===== src/design/bfei_pkg.sv =====
// Shared types for the bit-field extract/insert pipeline.
// Holds the opcode encoding and the stage payload structs; no dependencies.
package bfei_pkg;

  typedef enum logic [1:0] {
    OP_EXTRACT_U = 2'd0,
    OP_EXTRACT_S = 2'd1,
    OP_INSERT    = 2'd2
  } opcode_t;

  // Decode stage -> shift stage.
  typedef struct packed {
    logic [1:0]  op;
    logic        wide;
    logic        in_word;
    logic        len_zero;
    logic [5:0]  pos;
    logic [6:0]  eff;
    logic [63:0] base;
    logic [63:0] ins;
  } dec_t;

  // Shift stage -> merge stage.
  typedef struct packed {
    logic [1:0]  op;
    logic        wide;
    logic        in_word;
    logic        len_zero;
    logic [5:0]  pos;
    logic [6:0]  eff;
    logic [63:0] base;
    logic [63:0] shifted;
    logic [63:0] ins_sh;
    logic [63:0] fmask;
  } shf_t;

endpackage


===== src/design/bfei_cmd_if.sv =====
// Command channel carrying one bit-field operation per transaction.
// Standalone interface; no package dependency.
interface bfei_cmd_if;
  logic        valid;
  logic        ready;
  logic [1:0]  opcode;
  logic        wide;
  logic [63:0] base_word;
  logic [63:0] insert_value;
  logic [7:0]  field_pos;
  logic [7:0]  field_len;

  modport source (output valid, opcode, wide, base_word, insert_value, field_pos, field_len,
                  input ready);
  modport sink   (input valid, opcode, wide, base_word, insert_value, field_pos, field_len,
                  output ready);
endinterface


===== src/design/bfei_result_if.sv =====
// Result channel carrying one 64-bit result word per transaction.
// Standalone interface; no package dependency.
interface bfei_result_if;
  logic        valid;
  logic        ready;
  logic [63:0] result_word;

  modport source (output valid, result_word, input ready);
  modport sink   (input valid, result_word, output ready);
endinterface


===== src/design/bfei_decode.sv =====
// Stage 1: range check, effective length and word masking.
// Depends on bfei_pkg.
module bfei_decode import bfei_pkg::*; (
  input  logic        clk,
  input  logic        rst,
  input  logic        up_valid,
  output logic        up_ready,
  input  logic [1:0]  opcode,
  input  logic        wide,
  input  logic [63:0] base_word,
  input  logic [63:0] insert_value,
  input  logic [7:0]  field_pos,
  input  logic [7:0]  field_len,
  output logic        dn_valid,
  input  logic        dn_ready,
  output dec_t        dn_data
);

  logic       valid;
  dec_t       data;
  dec_t       data_next;
  logic [6:0] width;
  logic [6:0] room;

  always_comb begin
    width = wide ? 7'd64 : 7'd32;
    room  = width - {1'b0, field_pos[5:0]};
    data_next.op       = opcode;
    data_next.wide     = wide;
    data_next.in_word  = field_pos < {1'b0, width};
    data_next.len_zero = (field_len == 8'd0);
    data_next.pos      = field_pos[5:0];
    data_next.eff      = (field_len < {1'b0, room}) ? field_len[6:0] : room;
    data_next.base     = wide ? base_word : {32'd0, base_word[31:0]};
    data_next.ins      = insert_value;
  end

  assign up_ready = !valid || dn_ready;

  always_ff @(posedge clk) begin
    if (rst) begin
      valid <= 1'b0;
    end else if (up_ready) begin
      valid <= up_valid;
    end
  end

  always_ff @(posedge clk) begin
    if (up_ready && up_valid) begin
      data <= data_next;
    end
  end

  assign dn_valid = valid;
  assign dn_data  = data;

endmodule


===== src/design/bfei_shift.sv =====
// Stage 2: barrel shifts of base and insert value, field mask build.
// Depends on bfei_pkg.
module bfei_shift import bfei_pkg::*; (
  input  logic clk,
  input  logic rst,
  input  logic up_valid,
  output logic up_ready,
  input  dec_t up_data,
  output logic dn_valid,
  input  logic dn_ready,
  output shf_t dn_data
);

  logic valid;
  shf_t data;
  shf_t data_next;

  always_comb begin
    data_next.op       = up_data.op;
    data_next.wide     = up_data.wide;
    data_next.in_word  = up_data.in_word;
    data_next.len_zero = up_data.len_zero;
    data_next.pos      = up_data.pos;
    data_next.eff      = up_data.eff;
    data_next.base     = up_data.base;
    data_next.shifted  = up_data.base >> up_data.pos;
    data_next.ins_sh   = up_data.ins << up_data.pos;
    // A 64-bit field (eff of 64) sets every bit
    data_next.fmask    = up_data.eff[6] ? {64{1'b1}}
                                        : ((64'd1 << up_data.eff[5:0]) - 64'd1);
  end

  assign up_ready = !valid || dn_ready;

  always_ff @(posedge clk) begin
    if (rst) begin
      valid <= 1'b0;
    end else if (up_ready) begin
      valid <= up_valid;
    end
  end

  always_ff @(posedge clk) begin
    if (up_ready && up_valid) begin
      data <= data_next;
    end
  end

  assign dn_valid = valid;
  assign dn_data  = data;

endmodule


===== src/design/bfei_merge.sv =====
// Stage 3: sign extension, insert merge and result selection per opcode.
// Depends on bfei_pkg.
module bfei_merge import bfei_pkg::*; (
  input  logic        clk,
  input  logic        rst,
  input  logic        up_valid,
  output logic        up_ready,
  input  shf_t        up_data,
  output logic        dn_valid,
  input  logic        dn_ready,
  output logic [63:0] result_word
);

  logic        valid;
  logic [63:0] res;
  logic [63:0] res_next;
  logic [63:0] wmask;
  logic [63:0] field;
  logic [63:0] ins_mask;
  logic [5:0]  sign_idx;
  logic        sign;
  logic        top_bit;

  always_comb begin
    wmask    = up_data.wide ? {64{1'b1}} : {32'd0, {32{1'b1}}};
    field    = up_data.shifted & up_data.fmask;
    sign_idx = up_data.eff[5:0] - 6'd1;
    sign     = up_data.shifted[sign_idx];
    top_bit  = up_data.wide ? up_data.base[63] : up_data.base[31];
    ins_mask = up_data.fmask << up_data.pos;
    case (up_data.op)
      OP_EXTRACT_U: begin
        res_next = (up_data.in_word && !up_data.len_zero) ? field : 64'd0;
      end
      OP_EXTRACT_S: begin
        if (up_data.len_zero) begin
          res_next = 64'd0;
        end else if (!up_data.in_word) begin
          res_next = top_bit ? wmask : 64'd0;
        end else begin
          res_next = (field | (sign ? ~up_data.fmask : 64'd0)) & wmask;
        end
      end
      OP_INSERT: begin
        if (!up_data.in_word || up_data.len_zero) begin
          res_next = up_data.base;
        end else begin
          res_next = ((up_data.base & ~ins_mask) | (up_data.ins_sh & ins_mask)) & wmask;
        end
      end
      default: begin
        res_next = 64'd0;
      end
    endcase
  end

  assign up_ready = !valid || dn_ready;

  always_ff @(posedge clk) begin
    if (rst) begin
      valid <= 1'b0;
    end else if (up_ready) begin
      valid <= up_valid;
    end
  end

  always_ff @(posedge clk) begin
    if (up_ready && up_valid) begin
      res <= res_next;
    end
  end

  assign dn_valid    = valid;
  assign result_word = res;

endmodule


===== src/design/bit_field_extract_insert_top.sv =====
// Bit-field extract/insert unit, top level.
// Depends on bfei_pkg, bfei_cmd_if, bfei_result_if and the three stage modules.
//
// Usage:
//   cmd    : one operation per transaction (opcode, wide, base_word,
//            insert_value, field_pos, field_len). Opcode 0 is unsigned
//            extract, 1 signed extract, 2 insert; code 3 returns zero.
//   result : one result_word per command, in command order. In 32-bit
//            mode the upper 32 bits are zero.
//   Order: a command passes the decode, shift and merge registers in
//   turn; result.valid rises once it sits in the merge register.
//   Throughput: one command per cycle, sustained while result.ready is high.
//   The pipeline has three register stages: decode (range check and
//   effective length), shift (barrel shifts and field mask) and merge
//   (sign extension, insert and opcode select). The barrel shifters set
//   the depth of the middle stage.
//   Each stage holds its own valid bit and takes a new transaction when
//   it is empty or its successor is taking its content, so bubbles
//   collapse when the receiver stalls; a full stall backs up to cmd.ready
//   without losing or repeating a transaction.
//   Reset (rst, synchronous) empties all stages; no results are pending
//   afterwards. There is no configuration and no other state.
module bit_field_extract_insert_top import bfei_pkg::*; (
  input  logic clk,
  input  logic rst,
  bfei_cmd_if.sink      cmd,
  bfei_result_if.source result
);

  logic dec_valid;
  logic dec_ready;
  dec_t dec_data;
  logic shf_valid;
  logic shf_ready;
  shf_t shf_data;

  // Stage 1: decode the command.
  bfei_decode u_decode (
    .clk          (clk),
    .rst          (rst),
    .up_valid     (cmd.valid),
    .up_ready     (cmd.ready),
    .opcode       (cmd.opcode),
    .wide         (cmd.wide),
    .base_word    (cmd.base_word),
    .insert_value (cmd.insert_value),
    .field_pos    (cmd.field_pos),
    .field_len    (cmd.field_len),
    .dn_valid     (dec_valid),
    .dn_ready     (dec_ready),
    .dn_data      (dec_data)
  );

  // Stage 2: align the field.
  bfei_shift u_shift (
    .clk      (clk),
    .rst      (rst),
    .up_valid (dec_valid),
    .up_ready (dec_ready),
    .up_data  (dec_data),
    .dn_valid (shf_valid),
    .dn_ready (shf_ready),
    .dn_data  (shf_data)
  );

  // Stage 3: form the result; its register drives the result channel.
  bfei_merge u_merge (
    .clk         (clk),
    .rst         (rst),
    .up_valid    (shf_valid),
    .up_ready    (shf_ready),
    .up_data     (shf_data),
    .dn_valid    (result.valid),
    .dn_ready    (result.ready),
    .result_word (result.result_word)
  );

endmodule

===== src/flat_wrapper.sv =====
// flat-port wrapper written by rule: the top's interface ports become plain ports
module bit_field_extract_insert_top_flat import bfei_pkg::*;
  (clk, rst, cmd_valid, cmd_opcode, cmd_wide, cmd_base_word, cmd_insert_value, cmd_field_pos, cmd_field_len, cmd_ready, result_valid, result_result_word, result_ready);
  bfei_cmd_if cmd_i ();
  bfei_result_if result_i ();
  input  logic clk;
  input  logic rst;
  input wire logic [$bits(cmd_i.valid)-1:0] cmd_valid;
  input wire logic [$bits(cmd_i.opcode)-1:0] cmd_opcode;
  input wire logic [$bits(cmd_i.wide)-1:0] cmd_wide;
  input wire logic [$bits(cmd_i.base_word)-1:0] cmd_base_word;
  input wire logic [$bits(cmd_i.insert_value)-1:0] cmd_insert_value;
  input wire logic [$bits(cmd_i.field_pos)-1:0] cmd_field_pos;
  input wire logic [$bits(cmd_i.field_len)-1:0] cmd_field_len;
  output wire logic [$bits(cmd_i.ready)-1:0] cmd_ready;
  output wire logic [$bits(result_i.valid)-1:0] result_valid;
  output wire logic [$bits(result_i.result_word)-1:0] result_result_word;
  input wire logic [$bits(result_i.ready)-1:0] result_ready;
  assign cmd_i.valid = cmd_valid;
  assign cmd_i.opcode = cmd_opcode;
  assign cmd_i.wide = cmd_wide;
  assign cmd_i.base_word = cmd_base_word;
  assign cmd_i.insert_value = cmd_insert_value;
  assign cmd_i.field_pos = cmd_field_pos;
  assign cmd_i.field_len = cmd_field_len;
  assign cmd_ready = cmd_i.ready;
  assign result_valid = result_i.valid;
  assign result_result_word = result_i.result_word;
  assign result_i.ready = result_ready;
  bit_field_extract_insert_top u_core (.clk(clk), .rst(rst), .cmd(cmd_i), .result(result_i));
endmodule

===== config.mk =====
export PLATFORM = sky130hd
export DESIGN_NAME = bit_field_extract_insert_top_flat
export DESIGN_NICKNAME = d
export VERILOG_FILES = /design/src/design/bfei_pkg.sv /design/src/design/bfei_cmd_if.sv /design/src/design/bfei_result_if.sv /design/src/design/bfei_decode.sv /design/src/design/bfei_shift.sv /design/src/design/bfei_merge.sv /design/src/design/bit_field_extract_insert_top.sv /design/src/flat_wrapper.sv
export SDC_FILE = /design/constraint.sdc
export NUM_CORES = 1
export LEC_CHECK = 0
export BUFFER_PORTS_ARGS = -buffer_cell sky130_fd_sc_hd__buf_2
export CORE_ASPECT_RATIO = 1.4
export CORE_MARGIN = 1
export CORE_UTILIZATION = 35
export CTS_CLUSTER_SIZE = 12
export DETAILED_ROUTE_END_ITERATION = 8
export HOLD_SLACK_MARGIN = 0.02
export PLACE_DENSITY_LB_ADDON = 0.3
export SETUP_SLACK_MARGIN = 0.02
export SYNTH_ARGS = -nofsm -noshare
export SYNTH_HDL_FRONTEND = slang
export SYNTH_SLANG_ARGS = --single-unit

===== constraint.sdc =====
create_clock -name clk -period 64.4 [get_ports clk]
set_input_delay 12.88 -clock clk [delete_from_list [all_inputs] [get_ports clk]]
set_output_delay 12.88 -clock clk [all_outputs]
set_load 0.05 [all_outputs]

# Word level (Yosys, flattened, before mapping)

Cells that the tools add are included.

Word-level logic and storage cells: 72
Output and inout port bits: 66
Bits in registers: 486

Bitwise logic cells: 9
Equal/unequal tests: 2
Add/sub/neg operators: 3
Reductions and logical operators: 15
Shift-type cells: 4
Magnitude comparators: 3
Mux-type cells: 13

Operators by type and width:

| cell                                                       | count |
|---|---|
| 2-to-1 mux 64 bit                                          | 7 |
| AND 64 bit                                                 | 5 |
| one-hot mux 64 bit (3 select lines)                        | 1 |
| NOT 64 bit                                                 | 2 |
| OR 64 bit                                                  | 2 |
| << shifter 64 x 6 -> 64 bit                                | 2 |
| << shifter 1 x 6 -> 64 bit, first input constant           | 1 |
| >> shifter 64 x 6 -> 64 bit                                | 1 |
| subtractor 64 x 1 -> 64 bit, second input constant         | 1 |
| less-than comparator 8 x 7 -> 1 bit                        | 2 |
| 2-to-1 mux 7 bit                                           | 2 |
| logical NOT 8 bit                                          | 1 |
| less-than comparator 6 x 7 -> 1 bit, second input constant | 1 |
| subtractor 7 x 6 -> 7 bit                                  | 1 |
| binary-select mux 1 bit (select 6 bit)                     | 1 |
| subtractor 6 x 1 -> 6 bit, second input constant           | 1 |
| logical NOT 1 bit                                          | 5 |
| logical AND 1 bit                                          | 4 |
| logical OR 1 bit                                           | 4 |
| == test 2 x 1 -> 1 bit, second input constant              | 1 |
| == test 2 bit, second input constant                       | 1 |
| logical NOT 2 bit                                          | 1 |
| 2-to-1 mux 1 bit                                           | 2 |

# Longest topological paths before layout

Word-level depth: 9
Mapped depth: 15
Gate-level depth less buffers: 11

# Cells and area by module

Synthesis repeated with hierarchy kept, for this count alone.

Cell total of the unflattened synthesis: 2868
Area total of the unflattened synthesis: 33701.1 µm²

Modules (own cells, without submodules):

| module      | area an instance (µm²) | seq. area each (µm²) | cells each | instances |
|---|---|---|---|---|
| bfei_shift  | 18961.9                | 8247.9               | 1592       | 1 |
| bfei_merge  | 9674.3                 | 1941.9               | 1037       | 1 |
| bfei_decode | 5064.9                 | 4404.2               | 239        | 1 |

# Least setup slack after synthesis

No wires, ideal clock.

Kind: input-to-reg
From: in result_ready
To: reg u_core.u_shift.data (netlist bit u_core.u_shift.dn_data[0]) (enable)
Cell stages on the path: 2
Data arrival time: 32.608 ns
Data required time: 63.075 ns
Buffers on the path: 0
Library setup time: 1.325 ns
Setup slack: 30.467 ns
Cells stage by stage: nor2b_1 a21boi_0

Longest elaborated chain between the ends: 3

RTL lines:

| element              | RTL line           | source |
|---|---|---|
| start, declared      | flat_wrapper.sv:18 | `input wire logic [$bits(result_i.ready)-1:0] result_ready;` |
| logical OR 1 bit     | bfei_merge.sv:57   | `assign up_ready = !valid \|\| dn_ready;` |
| logical OR 1 bit     | bfei_shift.sv:33   | `assign up_ready = !valid \|\| dn_ready;` |
| logical AND 1 bit    | bfei_shift.sv:44   | `if (up_ready && up_valid) begin` |
| end signal, assigned | bfei_shift.sv:45   | `data <= data_next;` |
| end, declared        | bfei_shift.sv:15   | `shf_t data;` |

No other way between the ends.
A chain may end at the register's enable or synchronous reset.

# Worst setup path in the final report

From: in result_ready
To: out cmd_ready

Longest elaborated chain between the ends: 3

RTL lines:

| element          | RTL line           | source |
|---|---|---|
| logical OR 1 bit | bfei_merge.sv:57   |  |
| logical OR 1 bit | bfei_shift.sv:33   |  |
| logical OR 1 bit | bfei_decode.sv:38  | `assign up_ready = !valid \|\| dn_ready;` |
| end, declared    | flat_wrapper.sv:15 | `output wire logic [$bits(cmd_i.ready)-1:0] cmd_ready;` |

No other way between the ends.

==> results_tabular.tex <==
\begin{tabular}{lr}
\hline
Metric & Value \\
\hline
\multicolumn{2}{l}{\textbf{STA}} \\
\quad Count of final setup violators & 0 \\
\quad Number of hold violations in the final report & 0 \\
\quad Worst Tran Pin Value & 1300 ps \\
\quad Share of the clock period used by the worst path after layout & 41.7\% \\
\quad Setup repair after global routing missed its margin & no \\
\quad Highest attainable clock frequency & 37.2 MHz \\
\quad Final worst clock skew & 58.8 ps \\
\quad Worst slew slack as a fraction of its limit & 13.5\% \\
\quad Setup TNS Final & 0 ps \\
\quad Max-slew violations & 0 \\
\quad Final critical-path setup slack & 37540 ps \\
\quad Post-layout min period & 26860 ps \\
\multicolumn{2}{l}{\textbf{Min path}} \\
\quad Hold Path Class & flip-flop to flip-flop \\
\quad Min-delay src & u\_core.u\_decode.dn\_data[143] \\
\quad Capture endpoint of the worst hold path & u\_core.u\_shift.dn\_data[271] \\
\quad Hold depth & 0 \\
\multicolumn{2}{l}{\textbf{Critical path}} \\
\quad Slack of the worst reg-to-reg path & 59670 ps \\
\quad CP required & 51520 ps \\
\quad Cell depth of the worst flop-to-flop path & 10 \\
\quad Reg2Reg Launch Point & u\_core.u\_shift.dn\_data[264] \\
\quad Critical path peak fanout & 6 \\
\quad Type of origin of the critical path & input port \\
\quad CP arrival & 13980 ps \\
\quad Critical path capture point type & output pin \\
\quad Endpoint of the worst-slack reg-to-reg timing path & u\_core.u\_merge.result\_word[43] \\
\quad Critical Setup Path Class & input port to output pin \\
\multicolumn{2}{l}{\textbf{Clocking}} \\
\quad Number of hold buffers added after CTS & 0 \\
\quad Clk\_lat worst skew & 670 ps \\
\quad H-tree lvl count & 2 \\
\quad Clock root cell & sky130\_fd\_sc\_hd\_\_clkbuf\_16 \\
\quad Deepest clock path buffer count & 3 \\
\quad Number of resized instances in the post-cts repair step & 0 \\
\quad TritonCTS clock tree & built \\
\quad Post-CTS repair timing setup buffer count & 0 \\
\quad Clock-pin slew on the worst setup and hold paths & 60 ps \\
\quad Sink Count & 486 \\
\quad Number of buffers inserted during clock tree synthesis & 53 \\
\multicolumn{2}{l}{\textbf{Synth}} \\
\quad Cells after synthesis & 2981 \\
\quad Average instance area after synthesis & 10.8 µm² \\
\quad Largest cells by area after synthesis & sky130\_fd\_sc\_hd\_\_edfxtp\_1 45\%, sky130\_fd\_sc\_hd\_\_mux4\_2 14\%, sky130\_fd\_sc\_hd\_\_mux2i\_1 6.1\%, sky130\_fd\_sc\_hd\_\_nand2\_1 5.5\%, sky130\_fd\_sc\_hd\_\_nor2\_1 3.4\% \\
\quad Share of the synthesized area in the top cell type & 45.1\% \\
\quad Warnings, synthesis & 0 \\
\quad Yosys cell types & 83 \\
\quad Sequential element share of the synthesized area & 45.3\% \\
\quad Register bit count reported by yosys & 486 \\
\quad Post-Synthesis Cell Area & 32200 µm² \\
\quad EDFF count, synth & 483 \\
\quad Cell accounting for the most synthesized area & sky130\_fd\_sc\_hd\_\_edfxtp\_1 \\
\quad Most used DFF post-synth & sky130\_fd\_sc\_hd\_\_edfxtp\_1 \\
\quad Async set-reset flop share out of synthesis & 0\% \\
\quad Syn nets & 3144 \\
\multicolumn{2}{l}{\textbf{Detailed routing}} \\
\quad Wire length on met3 & 8.30 mm \\
\quad DRC & 0 \\
\quad Antenna Violating Nets Remaining & 0 \\
\quad Met1 layer wirelength in the final routing & 45.4 mm \\
\quad Highest metal layer with signal wires & met5 \\
\quad Wirelength per Cell & 30.2 µm \\
\quad Mean number of vias per cell & 6.11 \\
\quad Starting DRC count in detailed routing & 2638 \\
\quad Via total after detailed routing & 26317 \\
\quad Number of iterations in the first detailed-routing pass & 6 \\
\quad Met2 routed wirelength & 63.6 mm \\
\quad WL final & 130 mm \\
\multicolumn{2}{l}{\textbf{Placed design}} \\
\quad I/O Buffers & 216 \\
\quad Worst slack, placed & 37540 ps \\
\quad Final weighted congestion in routability-driven placement & 1.06 \\
\quad Final HPWL DP & 100 mm \\
\multicolumn{2}{l}{\textbf{Power and ir drop}} \\
\quad Leak & 12.8 nW \\
\quad Cell area power density & 26.0 nW/µm² \\
\quad Power after layout & 933 µW \\
\quad Max IR drop VDD & 0.0214 mV \\
\multicolumn{2}{l}{\textbf{Floorplanning}} \\
\quad FP Rows & 131 \\
\quad Core box area & 91100 µm² \\
\quad Count of boundary I/O pins & 217 \\
\quad Width of the die & 258 µm \\
\quad Die area & 93200 µm² \\
\quad Effective utilization at floorplan & 35.3\% \\
\quad Die Span Y & 361 µm \\
\multicolumn{2}{l}{\textbf{Finish}} \\
\quad Number of nets in the layout & 3232 \\
\quad Fraction of final layout cells with drive strength greater than 1 & 21.0\% \\
\quad Commonest non-fill, non-tap cell in the layout & sky130\_fd\_sc\_hd\_\_edfxtp\_1 \\
\quad Layout-stage area growth over the synthesis result & 11.4\% \\
\quad Filler cell count & 9085 \\
\quad Leading cell types in the layout, fill and taps excluded & 483 x sky130\_fd\_sc\_hd\_\_edfxtp\_1, 470 x sky130\_fd\_sc\_hd\_\_nand2\_1, 288 x sky130\_fd\_sc\_hd\_\_nor2\_1, 216 x sky130\_fd\_sc\_hd\_\_buf\_2, 197 x sky130\_fd\_sc\_hd\_\_mux2i\_1 \\
\quad Final Core Density & 39.3\% \\
\multicolumn{2}{l}{\textbf{Global routing}} \\
\quad Maximum number of pins on one net before global-route repair & 128 \\
\quad Wire length of the first global-routing pass & 183 mm \\
\quad Gr usage total & 27.3\% \\
\quad Via count of the first global-routing pass & 25386 \\
\quad Number of antenna violations at the first check in global routing & 8 \\
\quad Aggregate global routing overflow & 0 \\
\multicolumn{2}{l}{\textbf{Outcome}} \\
\quad Run status & finished clean \\
\multicolumn{2}{l}{\textbf{Run}} \\
\quad Number of maximum-capacitance violations & 0 \\
\hline
\end{tabular}
[logic make-up (layout without fill, tap and decap cells)]
| group | count (synthesis) | in the layout | share of synthesized area [%] |
|---|---|---|---|
| compound gates | 675 | 675 | 13.2 |
| xor+xnor | 16 | 16 | 0.459 |
| fa+ha+maj | 12 | 12 | 0.467 |
| buf+inv | 276 | 397 | 3.69 |
| flops | 486 | 486 | 45.3 |
| mux | 482 | 482 | 23.1 |
| other cells | 0 | 5 | 0 |
| simple gates | 1034 | 1034 | 13.8 |
[through the flow]
step	instances	hold slack [ps]	cell area (µm²)
2_1_floorplan	2981	400	32200
3_3_place_gp	4211	401	34200
3_5_place_dp	4211	417	34200
4_1_cts	4299	428	35800
5_1_grt	4299	450	35800
6_report	4304	429	35900
[cell usage after synthesis (all sizes together), types with 14 or more instances]
| master | instances |
|---|---|
| edfxtp | 483 |
| nand2 | 471 |
| nor2 | 288 |
| o21ai | 200 |
| mux2i | 197 |
| mux4 | 197 |
| a21oi | 166 |
| clkbuf | 146 |
| buf | 95 |
| mux2 | 88 |
| nand3 | 78 |
| and2 | 66 |
| o22ai | 55 |
| a31oi | 47 |
| inv | 31 |
| nor3 | 31 |
| nand2b | 29 |
| o211ai | 26 |
| a21o | 21 |
| nor2b | 19 |
| a211oi | 16 |
| and3 | 16 |
| o221ai | 14 |
[metal layers]
layer / vias up / GRT usage, %
met5: - / 0
met4: 6 / 22.6
met3: 421 / 4.16
met2: 1372 / 46.7
met1: 12997 / 29.7
li1: 11521 / -
[area by class of cell]
cell class	instances	area, µm²	share of cell area, %
Multi-Input combinational cell	2219	16500	45.9
Sequential cell	486	14600	40.6
Timing Repair Buffer	274	1540	4.30
Tap cell	1197	1500	4.18
Clock buffer	61	1360	3.78
Clock inverter	27	280	0.782
Inverter	35	134	0.373
Antenna cell	5	12.5	0.0349
[how the worst max path moves through the flow]
stage / from / endpoint / slack, ps / cells past startpoint
3_5_place_dp: result_ready / cmd_ready / 37540 / 4
5_1_grt: result_ready / cmd_ready / 37490 / 4
6_report: result_ready / cmd_ready / 37540 / 4
2_1_floorplan: result_ready / u_core.u_shift.dn_data[0] / 30470 / 2
3_3_place_gp: result_ready / cmd_ready / 37550 / 4
4_1_cts: result_ready / cmd_ready / 37540 / 4
[report_power, final]
group | internal [mW] | switching, mW
clock network | 0.163 | 0.132
logic | 0.0822 | 0.154
registers | 0.377 | 0.0251
[state kept, by name, indices dropped and copies added (netlist names)]
name / cells
u_core.u_decode.dn_valid: 1
u_core.u_merge.result_word: 64
u_core.u_decode.dn_data: 146
u_core.u_shift.dn_data: 273
u_core.u_shift.dn_valid: 1
u_core.u_merge.dn_valid: 1
[critical path, stage by stage]
cell	delay [ps]
sky130_fd_sc_hd__buf_2	100
sky130_fd_sc_hd__nor2b_1	560
sky130_fd_sc_hd__nand3_1	190
sky130_fd_sc_hd__buf_2	250
Power figures use the tool's default switching activity.
